==> src/hw/rtl/chpe_pkg.sv <==
`default_nettype none

package chpe_pkg;

  // curve parameter and its powers, all unsigned Q.16
  localparam int POS_W  = 17;
  localparam int FRAC_W = 16;
  localparam int TT_W   = 2 * POS_W;
  localparam int T2_W   = TT_W - FRAC_W;
  localparam int T2T_W  = T2_W + POS_W;
  localparam int T3_W   = T2T_W - FRAC_W;

  // signed basis weight width, covers extrapolation up to t just below 2.0
  localparam int WGT_W = 22;

  localparam int ROUND_HALF = 32768;
  localparam int ONE_Q16    = 65536;
  localparam logic signed [WGT_W-1:0] ONE_W = WGT_W'(ONE_Q16);

  // configuration register map
  localparam int NUM_REGS  = 8;
  localparam int REG_SEL_W = 3;
  localparam int IDX_W     = 4;

  localparam int REG_START_X         = 0;
  localparam int REG_START_Y         = 1;
  localparam int REG_END_X           = 2;
  localparam int REG_END_Y           = 3;
  localparam int REG_START_TANGENT_X = 4;
  localparam int REG_START_TANGENT_Y = 5;
  localparam int REG_END_TANGENT_X   = 6;
  localparam int REG_END_TANGENT_Y   = 7;

  // x and y sit next to each other, so one axis offset selects the pair
  localparam int AXIS_X = 0;
  localparam int AXIS_Y = 1;

  typedef struct packed {
    logic signed [WGT_W-1:0] h00;
    logic signed [WGT_W-1:0] h01;
    logic signed [WGT_W-1:0] h10;
    logic signed [WGT_W-1:0] h11;
  } weights_t;

endpackage

`default_nettype wire

==> src/hw/rtl/chpe_basis.sv <==
`default_nettype none

module chpe_basis (
  input  wire logic                        clk,
  input  wire logic                        rst_n,
  input  wire logic                        in_valid,
  output logic                             in_ready,
  input  wire logic [chpe_pkg::POS_W-1:0]  in_pos,
  output logic                             out_valid,
  input  wire logic                        out_ready,
  output chpe_pkg::weights_t               out_wgt
);

  localparam int NSTG = 3;

  logic [NSTG-1:0] vld_r, vld_nxt, rdy;

  // stage 1: t and t*t
  logic [chpe_pkg::POS_W-1:0]  s1_t_r;
  logic [chpe_pkg::TT_W-1:0]   s1_tt_r;
  // stage 2: t, t2 and t2*t
  logic [chpe_pkg::POS_W-1:0]  s2_t_r;
  logic [chpe_pkg::T2_W-1:0]   s2_t2_r;
  logic [chpe_pkg::T2T_W-1:0]  s2_t2t_r;
  // stage 3: weights
  chpe_pkg::weights_t          s3_wgt_r;

  logic [chpe_pkg::TT_W-1:0]   tt;
  logic [chpe_pkg::TT_W-1:0]   t2_sum;
  logic [chpe_pkg::T2_W-1:0]   t2;
  logic [chpe_pkg::T2T_W-1:0]  t2t;
  logic [chpe_pkg::T2T_W-1:0]  t3_sum;
  logic [chpe_pkg::T3_W-1:0]   t3;
  logic signed [chpe_pkg::WGT_W-1:0] w_t, w_t2, w_t3, w_t2x2, w_t2x3, w_t3x2;
  chpe_pkg::weights_t          wgt;

  // a stage takes new data when it is empty or its successor moves on
  always_comb begin
    rdy[NSTG-1] = !vld_r[NSTG-1] || out_ready;
    for (int i = NSTG-2; i >= 0; i--) begin
      rdy[i] = !vld_r[i] || rdy[i+1];
    end
    vld_nxt[0] = rdy[0] ? in_valid : vld_r[0];
    for (int i = 1; i < NSTG; i++) begin
      vld_nxt[i] = rdy[i] ? vld_r[i-1] : vld_r[i];
    end
  end

  always_comb begin
    tt     = chpe_pkg::TT_W'(in_pos) * chpe_pkg::TT_W'(in_pos);
    // round half up back to Q.16
    t2_sum = s1_tt_r + chpe_pkg::TT_W'(chpe_pkg::ROUND_HALF);
    t2     = t2_sum[chpe_pkg::TT_W-1:chpe_pkg::FRAC_W];
    t2t    = chpe_pkg::T2T_W'(t2) * chpe_pkg::T2T_W'(s1_t_r);
    t3_sum = s2_t2t_r + chpe_pkg::T2T_W'(chpe_pkg::ROUND_HALF);
    t3     = t3_sum[chpe_pkg::T2T_W-1:chpe_pkg::FRAC_W];

    w_t    = $signed(chpe_pkg::WGT_W'(s2_t_r));
    w_t2   = $signed(chpe_pkg::WGT_W'(s2_t2_r));
    w_t3   = $signed(chpe_pkg::WGT_W'(t3));
    w_t2x2 = w_t2 <<< 1;
    w_t2x3 = w_t2 + w_t2x2;
    w_t3x2 = w_t3 <<< 1;

    wgt.h00 = w_t3x2 - w_t2x3 + chpe_pkg::ONE_W;
    wgt.h01 = w_t2x3 - w_t3x2;
    wgt.h10 = w_t3 - w_t2x2 + w_t;
    wgt.h11 = w_t3 - w_t2;
  end

  always_ff @(posedge clk) begin
    if (!rst_n) begin
      vld_r <= '0;
    end else begin
      vld_r <= vld_nxt;
    end
  end

  always_ff @(posedge clk) begin
    if (rdy[0] && in_valid) begin
      s1_t_r  <= in_pos;
      s1_tt_r <= tt;
    end
    if (rdy[1] && vld_r[0]) begin
      s2_t_r   <= s1_t_r;
      s2_t2_r  <= t2;
      s2_t2t_r <= t2t;
    end
    if (rdy[2] && vld_r[1]) begin
      s3_wgt_r <= wgt;
    end
  end

  assign in_ready  = rdy[0];
  assign out_valid = vld_r[NSTG-1];
  assign out_wgt   = s3_wgt_r;

  // the end-point weights always add up to one
  assert property (@(posedge clk) disable iff (!rst_n)
    vld_r[NSTG-1] |-> ((s3_wgt_r.h00 + s3_wgt_r.h01) == chpe_pkg::ONE_W))
    else $error("end-point weights do not sum to one");

endmodule

`default_nettype wire

==> config.mk <==
export PLATFORM = sky130hd
export DESIGN_NAME = chpe_basis
export DESIGN_NICKNAME = d
export VERILOG_FILES = /design/src/hw/rtl/chpe_pkg.sv /design/src/hw/rtl/chpe_basis.sv
export SDC_FILE = /design/constraint.sdc
export NUM_CORES = 2
export LEC_CHECK = 0
export BUFFER_PORTS_ARGS = -buffer_cell sky130_fd_sc_hd__buf_2
export CORE_MARGIN = 4
export CORE_UTILIZATION = 65
export CTS_CLUSTER_DIAMETER = 60
export CTS_CLUSTER_SIZE = 12
export DETAILED_ROUTE_END_ITERATION = 16
export PLACE_DENSITY = 0.83
export SYNTH_ARGS = -nofsm -noshare
export SYNTH_HDL_FRONTEND = slang
export SYNTH_SLANG_ARGS = --single-unit
==> constraint.sdc <==
create_clock -name clk -period 9.34 [get_ports clk]
set_clock_uncertainty 0.05 [all_clocks]
set_input_delay 0.467 -clock clk [delete_from_list [all_inputs] [get_ports clk]]
set_output_delay 0.467 -clock clk [all_outputs]
set_load 0.01 [all_outputs]
; Yosys cells after proc, flatten, opt, wreduce, memory -nomap -nowiden
; Index checks and enable logic that the tools add are counted.
[word_totals]
ff_bits = 212
wordCells = 32
inputBits = 21
[op_classes]
n_reduce_logical = 9
multipliers = 2
n_addsub = 9
[op_table]
columns = operator, n
row1 = $sub A20 B20 Y21, 2
row2 = $add A35 B16 Y35 const B, 1
row3 = $mul A18 B17 Y35, 1
row4 = $add A34 B16 Y34 const B, 1
row5 = $mul A17 B17 Y34, 1
row6 = $add A21 B18 Y22 const B, 1
row7 = $add A20 B18 Y21, 1
row8 = $add A18 B19 Y20, 1
row9 = $sub A19 B18 Y20, 1
row10 = $sub A19 B19 Y20, 1
row11 = $logic_and A1 B1 Y1, 3
row12 = $logic_not A1 Y1, 3
row13 = $logic_or A1 B1 Y1, 3

; Logic depth before layout (Yosys ltp)
[logic_depth]
ltp_word = 5
ltp_mapped = 28
ltp_nobuf = 27

; Least setup slack after synthesis
; No wires, ideal clock.
[synth_path]
path_kind = register -> register
startpoint = register s1_tt_r[17] in the netlist's numbering
endpoint = register s2_t2t_r[33] in the netlist's numbering (data pin)
arrival_time_ns = 7.164
required_ns = 9.033
path_stages_with_launch = 27
slack_ns = 1.869
cell_sequence = edfxtp_1 and3_1 and3_1 and2_1 and4_1 nand3_1 xnor2_1 clkbuf_1 nand2_1 fa_1 fa_1 inv_1 fa_1 fa_1 fa_1 inv_1 fa_1 inv_1 ha_1 or3_1 o311ai_0 nand2b_1 a22oi_1 a211oi_1 or3_1 a21o_1 xor2_1
[synth_via]
elab_chain_cells = 2
[synth_lines]
columns = item, line_no
row1 = from (decl), chpe_basis.sv:20  ; logic [chpe_pkg::TT_W-1:0] s1_tt_r;
row2 = from (signal assigned), chpe_basis.sv:82  ; s1_tt_r <= tt;
row3 = $add A34 B16 Y34, chpe_basis.sv:52  ; t2_sum = s1_tt_r + chpe_pkg::TT_W'(chpe_pkg::ROUND_HALF);
row4 = via t2_sum (one bit), chpe_basis.sv:29  ; logic [chpe_pkg::TT_W-1:0] t2_sum;
row5 = $mul A18 B17 Y35, chpe_basis.sv:54  ; t2t = chpe_pkg::T2T_W'(t2) * chpe_pkg::T2T_W'(s1_t_r);
row6 = via t2t (one bit), chpe_basis.sv:31  ; logic [chpe_pkg::T2T_W-1:0] t2t;
row7 = to (signal assigned), chpe_basis.sv:87  ; s2_t2t_r <= t2t;
row8 = to (decl), chpe_basis.sv:24  ; logic [chpe_pkg::T2T_W-1:0] s2_t2t_r;
; The timed path passes the listed nets, and every way through them passes these cells.
; A chain may end at the register's enable or synchronous reset.

; Worst setup path after layout
[layout_path]
startpoint = register s1_tt_r[18] in the netlist's numbering
endpoint = register s2_t2t_r[33] in the netlist's numbering (data pin)
[layout_via]
elab_chain_cells = 2
[layout_lines]
columns = item, line_no
row1 = $add A34 B16 Y34, chpe_basis.sv:52
row2 = $mul A18 B17 Y35, chpe_basis.sv:54
row3 = via t2t (one bit), chpe_basis.sv:31
; The timed path passes the listed nets, and every way through them passes these cells.

==> flow_summary.json <==
{
  "portBuffers": 110,
  "syn_nets": 3695,
  "synth_area_leader_cell": "fa_1",
  "cts_made_buffers": 17,
  "detailed_place_hpwl_mm": 49.1,
  "clk_pin_slew_worst_paths_ns": 0.08,
  "synthDistinctLibCells": 72,
  "num_rows": 76,
  "worstSetupPathType": "reg -> reg",
  "synthAdderAreaFrac": 0.452,
  "required_ns": 9.50,
  "max_freq_mhz": 122,
  "grt_max_degree": 84,
  "core_mm2": 0.0430,
  "ys_warn_count": 0,
  "nNetsFinal": 3760,
  "drtIter0Drc": 1410,
  "cts_tree": "yes",
  "dieHeight_um": 216,
  "slowest_delay_ns": 0.60,
  "slew_violations": 0,
  "synth_compound_area_frac": 0.0739,
  "antenna_found_initial": 0,
  "grt_overflow": 0,
  "tightest_slew_ns": 1.20,
  "max-cap-violations": 0,
  "die_area_mm2": 0.0468,
  "rsz0062_at_grt": "no",
  "timing.final.crit_share": 0.877,
  "syn-cell-area_mm2": 0.0282,
  "ctsLongestPathBuffers": 2,
  "hold_violations": 0,
  "synth-main-ff-cell": "edfxtp_1",
  "slew_headroom": 0.197,
  "initial_core_util": 0.656,
  "path_max_fanout": 11,
  "tns_ns": 0,
  "syn_avg_cell_area_um2": 9.67,
  "crit_family": "adder cells",
  "path_cells": "and3_1 > and3_1 > and3_1 > xor2_1 > buf_4 > nand2_1 > fa_1 > inv_1 > fa_1 > fa_1 > fa_1 > fa_1 > inv_1 > fa_1 > inv_1 > ha_1 > or3_1 > o311ai_0 > nand2b_1 > a22oi_1 > a211oi_1 > or3_1 > a21o_1 > xor2_1",
  "synth_edf_count": 174,
  "status": "complete, no violations",
  "synthTopCellsByArea": "fa_1, edfxtp_1, ha_1",
  "cts_setup_buffers": 0,
  "synth-seq-cells": 177,
  "dr.pass1.iters": 8,
  "track_usage": 0.274,
  "num_io_pins": 111,
  "arrival_ns": 8.35,
  "cts_hold_buffers": 0,
  "period_minus_slack_ns": 8.19,
  "drive_gt1_frac": 0.0621,
  "wirelength_mm": 61.7,
  "grt_pass1_wl_mm": 104,
  "hold_path.class": "in -> reg",
  "fill_cells": 3205,
  "crit_path_end_kind": "register",
  "syn_inst": 2916,
  "async_flop_share": 0,
  "worst_path_max_delay_cell": "xor2_1",
  "clock_latency_ns": 0.47,
  "path_buf_inv": 4,
  "drt-wirelength-per-cell_um": 17.2,
  "seq_area_frac_synth": 0.187,
  "route.detailed.drc": 0,
  "synth_simple_gate_area_frac": 0.130,
  "vias": 20100,
  "ctsResizeCount": 0,
  "yosysMostFrequentCell": "inv_1",
  "antennaDiodeCount": 0,
  "setup_viol_count_final": 0,
  "die_w_um": 216,
  "antenna_left": 0,
  "synth_mux_area_frac": 0.000755,
  "gp_congestion": 0.913,
  "syn_to_final_growth_pct": 6.04,
  "crit_path_frequent_cell": "fa_1",
  "h-tree-depth": 4,
  "clock-sinks": 177,
  "cp-start-kind": "register",
  "yosysTopAreaCellShare": 0.307,
  "synth_common_cells": "inv_1, fa_1, ha_1",
  "synth-xor-area-share": 0.0571,
  "vias_per_cell": 5.62,
  "synth_top_family_by_area": "adder cells",
  "grt_pass1_vias": 22200,
  "cts_root_buf": "clkbuf_16"
}
[metrics by stage]
stage               worst slack [ns]  cells  instance area [µm²]  hold slack (ns)  utilization
finish                          1.15   3579                29900            0.174        0.695
global placement                1.48   3547                29300            0.505        0.682
detailed placement              1.27   3547                29300            0.498        0.682
CTS                             1.19   3579                29900            0.156        0.695
floorplan                       1.87   2916                28200            0.374            -
global route                   0.884   3579                29900            0.179        0.695
[cell usage in the layout (no fill, tap or decap), types with 4 or more instances in the layout]
master     Yosys  routed
nand2_1      305     305
o21bai_1      17      17
xnor2_1      117     116
a21boi_0       6       5
or2_2          9       9
a21o_1        53      53
fa_1         432     432
inv_1        655     655
o21a_1        19      19
o21ai_0       32      32
and2_1       201     201
edfxtp_1     174     174
and3_1        25      25
and4_1         8       8
a31oi_1       11      10
clkbuf_16      0      17
or3_1          8       8
a211o_1        4       4
a221o_1        4       4
nor2b_1       22      21
buf_2          3     110
nand3_1       31      31
nand4_1        8       8
o211ai_1       4       4
ha_1         326     326
buf_4          5      18
nand2b_1       6       6
a211oi_1       7       7
nor2_1        90      90
o2111ai_1      5       5
nor3_1        29      29
xor2_1        65      65
a21oi_1       98      98
[final timing paths]
path / start / end / cells past startpoint / slack, ns
setup / recovery: s1_tt_r[18]$_DFFE_PP_ / s2_t2t_r[33]$_DFFE_PP_ / 24 / 1.15
hold / removal: rst_n / vld_r[2]$_SDFFE_PN0P_ / 2 / 0.17
setup reg to reg: s1_tt_r[18]$_DFFE_PP_ / s2_t2t_r[33]$_DFFE_PP_ / 24 / 1.15
hold reg to reg: s2_t_r[0]$_DFFE_PP_ / out_wgt[22]$_DFFE_PP_ / 1 / 0.51
[registers in the layout, summed over array words and instances, names as in the netlist]
name / count
out_wgt: 83
s2_t2t_r: 20
s1_tt_r: 19
s2_t2_r: 18
s1_t_r: 17
s2_t_r: 17
vld_r: 3
[routing by layer]
layer	track usage	wire length [µm]	vias to the layer above
met4	0.101	2020	0
met3	0.0450	4440	171
li1	-	-	9235
met5	0	0	-
met2	0.498	31500	805
met1	0.331	23700	9894
[cells by family after synthesis]
| family | count (synthesis) |
|---|---|
| muxes | 2 |
| AOI/OAI and AO/OA | 307 |
| buffers and inverters | 737 |
| xor gates and xnor gates | 183 |
| adders and majority gates | 758 |
| and+or+nand+nor | 752 |
| DFF | 177 |
[worst reg2reg max path, delay by kind of cell (launching register included)]
kind	cells	cell delay, ns
AOI/OAI and AO/OA	4	1.17
xor gates and xnor gates	2	0.74
adders and majority gates	7	3.33
buffers and inverters	4	0.46
DFF	1	0.46
and+or+nand+nor	7	1.72
[cell type report]
class / instances / area (µm²) / area share
clock buffer: 17 / 425 / 0.0142
clock inverter: 15 / 149 / 0.00498
inverter: 655 / 2460 / 0.0823
multi-input combinational: 2002 / 20200 / 0.674
sequential: 177 / 5290 / 0.177
tap: 585 / 732 / 0.0245
timing repair buffer: 128 / 686 / 0.0229
Power is left out: the tool's default activity adds up to more than one toggle a clock period on the data nets, which glitch-free logic cannot reach.
