## src/hw/rtl/chpe_pkg.sv

```systemverilog
`default_nettype none

package chpe_pkg;

  // curve parameter and its powers, all unsigned Q.16
  localparam int POS_W  = 17;
  localparam int FRAC_W = 16;
  localparam int TT_W   = 2 * POS_W;
  localparam int T2_W   = TT_W - FRAC_W;
  localparam int T2T_W  = T2_W + POS_W;
  localparam int T3_W   = T2T_W - FRAC_W;

  // signed basis weight width, covers extrapolation up to t just below 2.0
  localparam int WGT_W = 22;

  localparam int ROUND_HALF = 32768;
  localparam int ONE_Q16    = 65536;
  localparam logic signed [WGT_W-1:0] ONE_W = WGT_W'(ONE_Q16);

  // configuration register map
  localparam int NUM_REGS  = 8;
  localparam int REG_SEL_W = 3;
  localparam int IDX_W     = 4;

  localparam int REG_START_X         = 0;
  localparam int REG_START_Y         = 1;
  localparam int REG_END_X           = 2;
  localparam int REG_END_Y           = 3;
  localparam int REG_START_TANGENT_X = 4;
  localparam int REG_START_TANGENT_Y = 5;
  localparam int REG_END_TANGENT_X   = 6;
  localparam int REG_END_TANGENT_Y   = 7;

  // x and y sit next to each other, so one axis offset selects the pair
  localparam int AXIS_X = 0;
  localparam int AXIS_Y = 1;

  typedef struct packed {
    logic signed [WGT_W-1:0] h00;
    logic signed [WGT_W-1:0] h01;
    logic signed [WGT_W-1:0] h10;
    logic signed [WGT_W-1:0] h11;
  } weights_t;

endpackage

`default_nettype wire

```

## src/hw/rtl/chpe_ifs.sv

```systemverilog
`default_nettype none


interface chpe_cfg_if #(
  parameter int COORD_WIDTH = 16
);
  logic                         valid;
  logic                         ready;
  logic [chpe_pkg::IDX_W-1:0]   index;
  logic [COORD_WIDTH-1:0]       data;

  modport source (output valid, output index, output data, input ready);
  modport sink   (input valid, input index, input data, output ready);
endinterface

`default_nettype wire

```

## src/hw/rtl/chpe_regfile.sv

```systemverilog
`default_nettype none

module chpe_regfile #(
  parameter int COORD_WIDTH = 16
) (
  input  wire logic clk,
  input  wire logic rst_n,
  chpe_cfg_if.sink  cfg,
  output logic [chpe_pkg::NUM_REGS-1:0][COORD_WIDTH-1:0] coef
);

  logic [chpe_pkg::NUM_REGS-1:0][COORD_WIDTH-1:0] coef_r;
  logic                                           wr_en;

  always_comb begin
    cfg.ready = 1'b1;
    // indexes past the register map are dropped
    wr_en = cfg.valid && (cfg.index < chpe_pkg::IDX_W'(chpe_pkg::NUM_REGS));
  end

  always_ff @(posedge clk) begin
    if (!rst_n) begin
      coef_r <= '0;
    end else if (wr_en) begin
      coef_r[cfg.index[chpe_pkg::REG_SEL_W-1:0]] <= cfg.data;
    end
  end

  assign coef = coef_r;

endmodule

`default_nettype wire

```

## src/flat_wrapper.sv

```systemverilog
// flat-port wrapper written by rule: the top's interface ports become plain ports
module chpe_regfile_flat 
#(
  parameter int COORD_WIDTH = 16
)
  (clk, rst_n, coef, cfg_valid, cfg_index, cfg_data, cfg_ready);
  chpe_cfg_if #(.COORD_WIDTH(COORD_WIDTH)) cfg_i ();
  input  wire logic clk;
  input  wire logic rst_n;
  output logic [chpe_pkg::NUM_REGS-1:0][COORD_WIDTH-1:0] coef;
  input wire logic [$bits(cfg_i.valid)-1:0] cfg_valid;
  input wire logic [$bits(cfg_i.index)-1:0] cfg_index;
  input wire logic [$bits(cfg_i.data)-1:0] cfg_data;
  output wire logic [$bits(cfg_i.ready)-1:0] cfg_ready;
  assign cfg_i.valid = cfg_valid;
  assign cfg_i.index = cfg_index;
  assign cfg_i.data = cfg_data;
  assign cfg_ready = cfg_i.ready;
  chpe_regfile #(.COORD_WIDTH(COORD_WIDTH)) u_core (.clk(clk), .rst_n(rst_n), .cfg(cfg_i), .coef(coef));
endmodule
```

## config.mk

```make
export PLATFORM = sky130hd
export DESIGN_NAME = chpe_regfile_flat
export DESIGN_NICKNAME = d
export VERILOG_FILES = /design/src/hw/rtl/chpe_pkg.sv /design/src/hw/rtl/chpe_ifs.sv /design/src/hw/rtl/chpe_regfile.sv /design/src/flat_wrapper.sv
export SDC_FILE = /design/constraint.sdc
export NUM_CORES = 1
export LEC_CHECK = 0
export BUFFER_PORTS_ARGS = -buffer_cell sky130_fd_sc_hd__buf_4
export CORE_MARGIN = 1.5
export CORE_UTILIZATION = 50
export CTS_CLUSTER_DIAMETER = 60
export CTS_CLUSTER_SIZE = 30
export DETAILED_ROUTE_END_ITERATION = 8
export GPL_TIMING_DRIVEN = 0
export PLACE_DENSITY = 0.79
export SETUP_SLACK_MARGIN = 0.2
export SYNTH_ARGS = -nofsm -noshare
export SYNTH_HDL_FRONTEND = slang
export SYNTH_SLANG_ARGS = --single-unit
```

## constraint.sdc

```tcl
create_clock -name clk -period 1.5 [get_ports clk]
set_input_delay 0.15 -clock clk [delete_from_list [all_inputs] [get_ports clk]]
set_output_delay 0.15 -clock clk [all_outputs]
set_load 0.005 [all_outputs]
```

Yosys cells after proc, flatten, opt, wreduce, memory -nomap -nowiden. Index checks and enable logic that the tools add are counted. W data, S select, Z words.

Order comparisons: 3. Multiplexer cells: 3. Reduce and logical (&&, ||, !) cells: 2.

Operator list (count): $bwmux W128 (1); $demux W16 S3 (1); $mux W16 (1); $lt A3 B4 Y1 const B (1); $lt A4 B4 Y1 const B (1); $ge A3 B1 Y1 const B (1); $logic_and A1 B1 Y1 (2).

Register bits: 128. Input bits: 23. Output and inout port bits: 129. Word-level logic and storage cells: 16.

Longest topological paths before layout.
Depth in word-level cells: 5. Gate-level depth with buffers: 5. Mapped depth without buffers: 3.

Worst setup path before layout. No wires, ideal clock.

Path type: input port to flip-flop. Start: input cfg_index[3]. End: register u_core.coef_r (netlist bit u_core.coef[100]). Arrival: 998 ps. Data required time: 1427 ps. Slack: 429 ps. Cell stages on the path: 5. Path through: nor3b_4 -> and3_4 -> buf_12 -> buf_12 -> mux2i_1.

Cells in the longest elaborated chain, start to end: 2.

RTL lines: start, declared (RTL line flat_wrapper.sv:12) `input wire logic [$bits(cfg_i.index)-1:0] cfg_index;`; $lt A4 B4 Y1 (RTL line chpe_regfile.sv:18) `wr_en = cfg.valid && (cfg.index < chpe_pkg::IDX_W'(chpe_pkg::NUM_REGS));`; $logic_and A1 B1 Y1 (RTL line chpe_regfile.sv:18); end signal, assigned by index (RTL line chpe_regfile.sv:25) `coef_r[cfg.index[chpe_pkg::REG_SEL_W-1:0]] <= cfg.data;`; end, declared (RTL line chpe_regfile.sv:12) `logic [chpe_pkg::NUM_REGS-1:0][COORD_WIDTH-1:0] coef_r;`.

Every way passes these cells. A chain may end at the register's enable or synchronous reset.

Worst setup path after layout.
Start: register u_core.coef_r (netlist bit u_core.coef[0]). End: output coef[0] in the netlist's numbering.

RTL lines: end, declared (RTL line flat_wrapper.sv:10) `output logic [chpe_pkg::NUM_REGS-1:0][COORD_WIDTH-1:0] coef;`.

No word-level cell between the ends.

==> metrics.txt <==
# TYPE chip_impl_metric gauge
chip_impl_metric{name="drt-wirelength-per-cell",unit="um"} 16.50
chip_impl_metric{name="timing.critical_path.buf_inv",unit=""} 1
chip_impl_metric{name="clk-insertion-delay-late",unit="ns"} 0.51
chip_impl_info{name="dominantRegCellSynth",value="sky130_fd_sc_hd__dfxtp_1"} 1
chip_impl_metric{name="number_of_remaining_drc_errors",unit=""} 0
chip_impl_metric{name="initial_core_utilization",unit="%"} 51.44
chip_impl_metric{name="largest_register_ff_count",unit=""} 128
chip_impl_info{name="most-common-layout-cells",value="sky130_fd_sc_hd__buf_4, sky130_fd_sc_hd__nand2_1, sky130_fd_sc_hd__mux2i_1, sky130_fd_sc_hd__dfxtp_1, sky130_fd_sc_hd__clkbuf_16"} 1
chip_impl_metric{name="number_of_distinct_library_cells_after_synthesis",unit=""} 21
chip_impl_metric{name="required",unit="ns"} 1.35
chip_impl_info{name="mostFrequentLayoutCell",value="sky130_fd_sc_hd__buf_4"} 1
chip_impl_metric{name="syn_nets",unit=""} 467
chip_impl_metric{name="hold_buffers",unit=""} 0
chip_impl_metric{name="antenna_cells",unit=""} 0
chip_impl_metric{name="detailed_place_hpwl",unit="um"} 8867
chip_impl_info{name="crit_slowest_cell",value="sky130_fd_sc_hd__dfxtp_1"} 1
chip_impl_metric{name="place.gp.congestion",unit=""} 0.7976
chip_impl_metric{name="final.fill_count",unit=""} 689
chip_impl_metric{name="cts.htree.levels",unit=""} 4
chip_impl_metric{name="grt_remaining_overflow",unit=""} 0
chip_impl_info{name="crit_path_start",value="u_core.coef[0]$_SDFFE_PN0P_"} 1
chip_impl_metric{name="setup_violations",unit=""} 0
chip_impl_metric{name="synthToLayoutAreaGrowth",unit="%"} 39.98
chip_impl_metric{name="antenna_left",unit=""} 0
chip_impl_metric{name="peakVddDrop",unit="mV"} 0.6719
chip_impl_info{name="grt_setup_unrepaired",value="no"} 1
chip_impl_metric{name="track_usage",unit="%"} 25.57
chip_impl_metric{name="maxCapViolations",unit=""} 0
chip_impl_metric{name="post_synth.cell_area_avg",unit="um^2"} 10.71
chip_impl_metric{name="cts.path.max_buffers",unit=""} 2
chip_impl_metric{name="report.final.hold_viol_count",unit=""} 0
chip_impl_metric{name="drtPass1Iterations",unit=""} 4
chip_impl_metric{name="clock_skew",unit="ns"} 0
chip_impl_metric{name="grt_max_degree",unit=""} 17
chip_impl_info{name="run_status",value="finished, final reports clean"} 1
chip_impl_metric{name="port-buffer-count",unit=""} 149
chip_impl_metric{name="worst-endpoint-arrival",unit="ns"} 1.00
chip_impl_metric{name="regToRegSetupSlack",unit="ns"} 0.78
chip_impl_metric{name="mappedNetlistArea",unit="um^2"} 4753
chip_impl_metric{name="slowest_delay",unit="ns"} 0.36
chip_impl_metric{name="post-place-cells",unit=""} 722
chip_impl_metric{name="first_global_vias",unit=""} 3765
chip_impl_metric{name="nNetsFinal",unit=""} 635
chip_impl_metric{name="multiInputGateArea",unit="um^2"} 1937
chip_impl_info{name="tritoncts",value="yes"} 1
chip_impl_metric{name="routed_wl",unit="um"} 12440
chip_impl_metric{name="core-area",unit="um^2"} 9240
chip_impl_metric{name="timing.slew.headroom",unit="%"} 63.51
chip_impl_metric{name="synth_seq_area_share",unit="%"} 53.91
chip_impl_metric{name="period_share",unit="%"} 76.67
chip_impl_metric{name="cts.repair.resized",unit=""} 0
chip_impl_info{name="setup.worst_path.start_class",value="flop"} 1
chip_impl_metric{name="cts-buffers-inserted",unit=""} 17
chip_impl_metric{name="syn_warnings",unit=""} 0
chip_impl_metric{name="num_clock_sinks",unit=""} 128
chip_impl_metric{name="route.detailed.vias_per_inst",unit=""} 4.987
chip_impl_info{name="crit_path_cell_trace",value="buf_4"} 1
chip_impl_metric{name="synth-edff-count",unit=""} 0
chip_impl_metric{name="finalMaxSlewViolations",unit=""} 0
chip_impl_metric{name="post_synth_inst_count",unit=""} 444
chip_impl_metric{name="fraction_of_layout_cells_with_a_size_suffix_above_1",unit="%"} 32.48
chip_impl_metric{name="core.rowCount",unit=""} 35
chip_impl_metric{name="fp.dieH",unit="um"} 100.5
chip_impl_info{name="timing.critical_path.max_delay_family",value="flip-flops"} 1
chip_impl_info{name="ctsRootBufferMaster",value="sky130_fd_sc_hd__clkbuf_8"} 1
chip_impl_info{name="worst_hold_startpoint",value="cfg_data[5]"} 1
chip_impl_metric{name="finish.instance_area",unit="um^2"} 6654
chip_impl_metric{name="drt_iter0_markers",unit=""} 81
chip_impl_metric{name="die-area",unit="um^2"} 10100
chip_impl_info{name="worst_r2r_startpoint",value="u_core.coef[45]$_SDFFE_PN0P_"} 1
chip_impl_metric{name="worst-slew-pin-transition",unit="ns"} 0.5473
chip_impl_metric{name="cts.reportedPaths.clkPinSlew",unit="ns"} 0.06
chip_impl_metric{name="route.vias.total",unit=""} 3760
chip_impl_metric{name="post-cts-setup-buffer-count",unit=""} 0
chip_impl_info{name="crit_path_end_kind",value="output pin"} 1
chip_impl_metric{name="ioPinCount",unit=""} 152
chip_impl_metric{name="die_width",unit="um"} 100.5
chip_impl_metric{name="finish.cell_count_without_fillers",unit=""} 754
chip_impl_metric{name="area.sequential",unit="um^2"} 2562
chip_impl_info{name="hold_path_class",value="in2reg"} 1
chip_impl_metric{name="antenna_found_initial",unit=""} 0
chip_impl_info{name="criticalPathCategory",value="reg2out"} 1
chip_impl_metric{name="grt_first_pass_wirelength",unit="um"} 19550
chip_impl_metric{name="post-route-min-period",unit="ns"} 1.150
chip_impl_metric{name="critPathMaxFanout",unit=""} 2
chip_impl_metric{name="max_freq",unit="MHz"} 869.5
chip_impl_metric{name="placement_stage_cell_area",unit="um^2"} 6033
chip_impl_metric{name="synth-seq-cells",unit=""} 128
chip_impl_metric{name="p_leak",unit="nW"} 3.187
chip_impl_metric{name="ys_async_sr_fraction",unit="%"} 0
chip_impl_metric{name="power_density",unit="nW/um^2"} 1224
==> power breakdown <==
| group | switching, W | total (W) | leakage (nW) | internal, W |
|---|---|---|---|---|
| sequential | 0.0000259 | 0.00347 | 1.03 | 0.00345 |
| clock | 0.00152 | 0.00428 | 0.299 | 0.00275 |
| combinational | 0.000227 | 0.000394 | 1.85 | 0.000167 |
| total | 0.00177 | 0.00814 | 3.19 | 0.00637 |
==> logic make-up after synthesis <==
family                 synth area share (%)
and+or+nand+nor                       13.71
muxes                                 26.95
DFF                                   53.91
buffers and inverters                 5.343
other                               0.07889
==> metrics by stage <==
stage / power [W] / utilization, % / setup slack, ns / hold slack, ns / setup TNS, ns
after floorplan: 0.003739 / - / 0.4289 / 0.4288 / 0
after global placement: 0.003930 / 65.29 / 0.01716 / 0.4439 / 0
after detailed placement: 0.003939 / 65.29 / -0.03389 / 0.4473 / -0.1826
after CTS: 0.008183 / 72.01 / 0.3345 / 0.09662 / 0
after global routing: 0.008366 / 72.01 / 0.3003 / 0.1274 / 0
final: 0.008142 / 72.01 / 0.3499 / 0.1149 / 0
==> final cells by class <==
| type | count | share of cell area [%] |
|---|---|---|
| plain buffers | 31 | 3.817 |
| clock buffers | 20 | 6.544 |
| clock inverters | 12 | 2.783 |
| multi-input cells | 285 | 29.11 |
| flip-flops and latches | 128 | 38.51 |
| well taps | 129 | 2.426 |
| repair buffers | 149 | 16.81 |
==> synth_stat cells, types with 2 or more instances <==
| master | n | area, um^2 |
|---|---|---|
| sky130_fd_sc_hd__nand3b_1 | 2 | 15.01 |
| sky130_fd_sc_hd__buf_6 | 6 | 67.56 |
| sky130_fd_sc_hd__mux2i_1 | 128 | 1281 |
| sky130_fd_sc_hd__clkbuf_1 | 10 | 37.54 |
| sky130_fd_sc_hd__dfxtp_1 | 128 | 2562 |
| sky130_fd_sc_hd__buf_12 | 4 | 80.08 |
| sky130_fd_sc_hd__buf_4 | 3 | 22.52 |
| sky130_fd_sc_hd__buf_1 | 3 | 11.26 |
| sky130_fd_sc_hd__buf_2 | 4 | 20.02 |
| sky130_fd_sc_hd__nand2_1 | 145 | 544.3 |
==> layer usage <==
metal	global-route usage (%)	share of wire (%)	vias up
li1	-	-	1805
met1	31.23	43	1799
met2	41.44	48	143
met3	10.19	7.9	13
met4	8.234	0.97	0
met5	0	0	-
==> worst register-to-register path, cell delays in order, from the launching register on <==
cell and delay, ns:
sky130_fd_sc_hd__dfxtp_1 0.34, sky130_fd_sc_hd__nand2_1 0.08, sky130_fd_sc_hd__mux2i_1 0.22
==> final timing paths <==
check | endpoint | cells after the start
setup / recovery | coef[0] | 1
hold / removal | u_core.coef[37]$_SDFFE_PN0P_ | 3
setup reg to reg | u_core.coef[45]$_SDFFE_PN0P_ | 2
hold reg to reg | u_core.coef[107]$_SDFFE_PN0P_ | 2
Power figures use the tool's default switching activity.
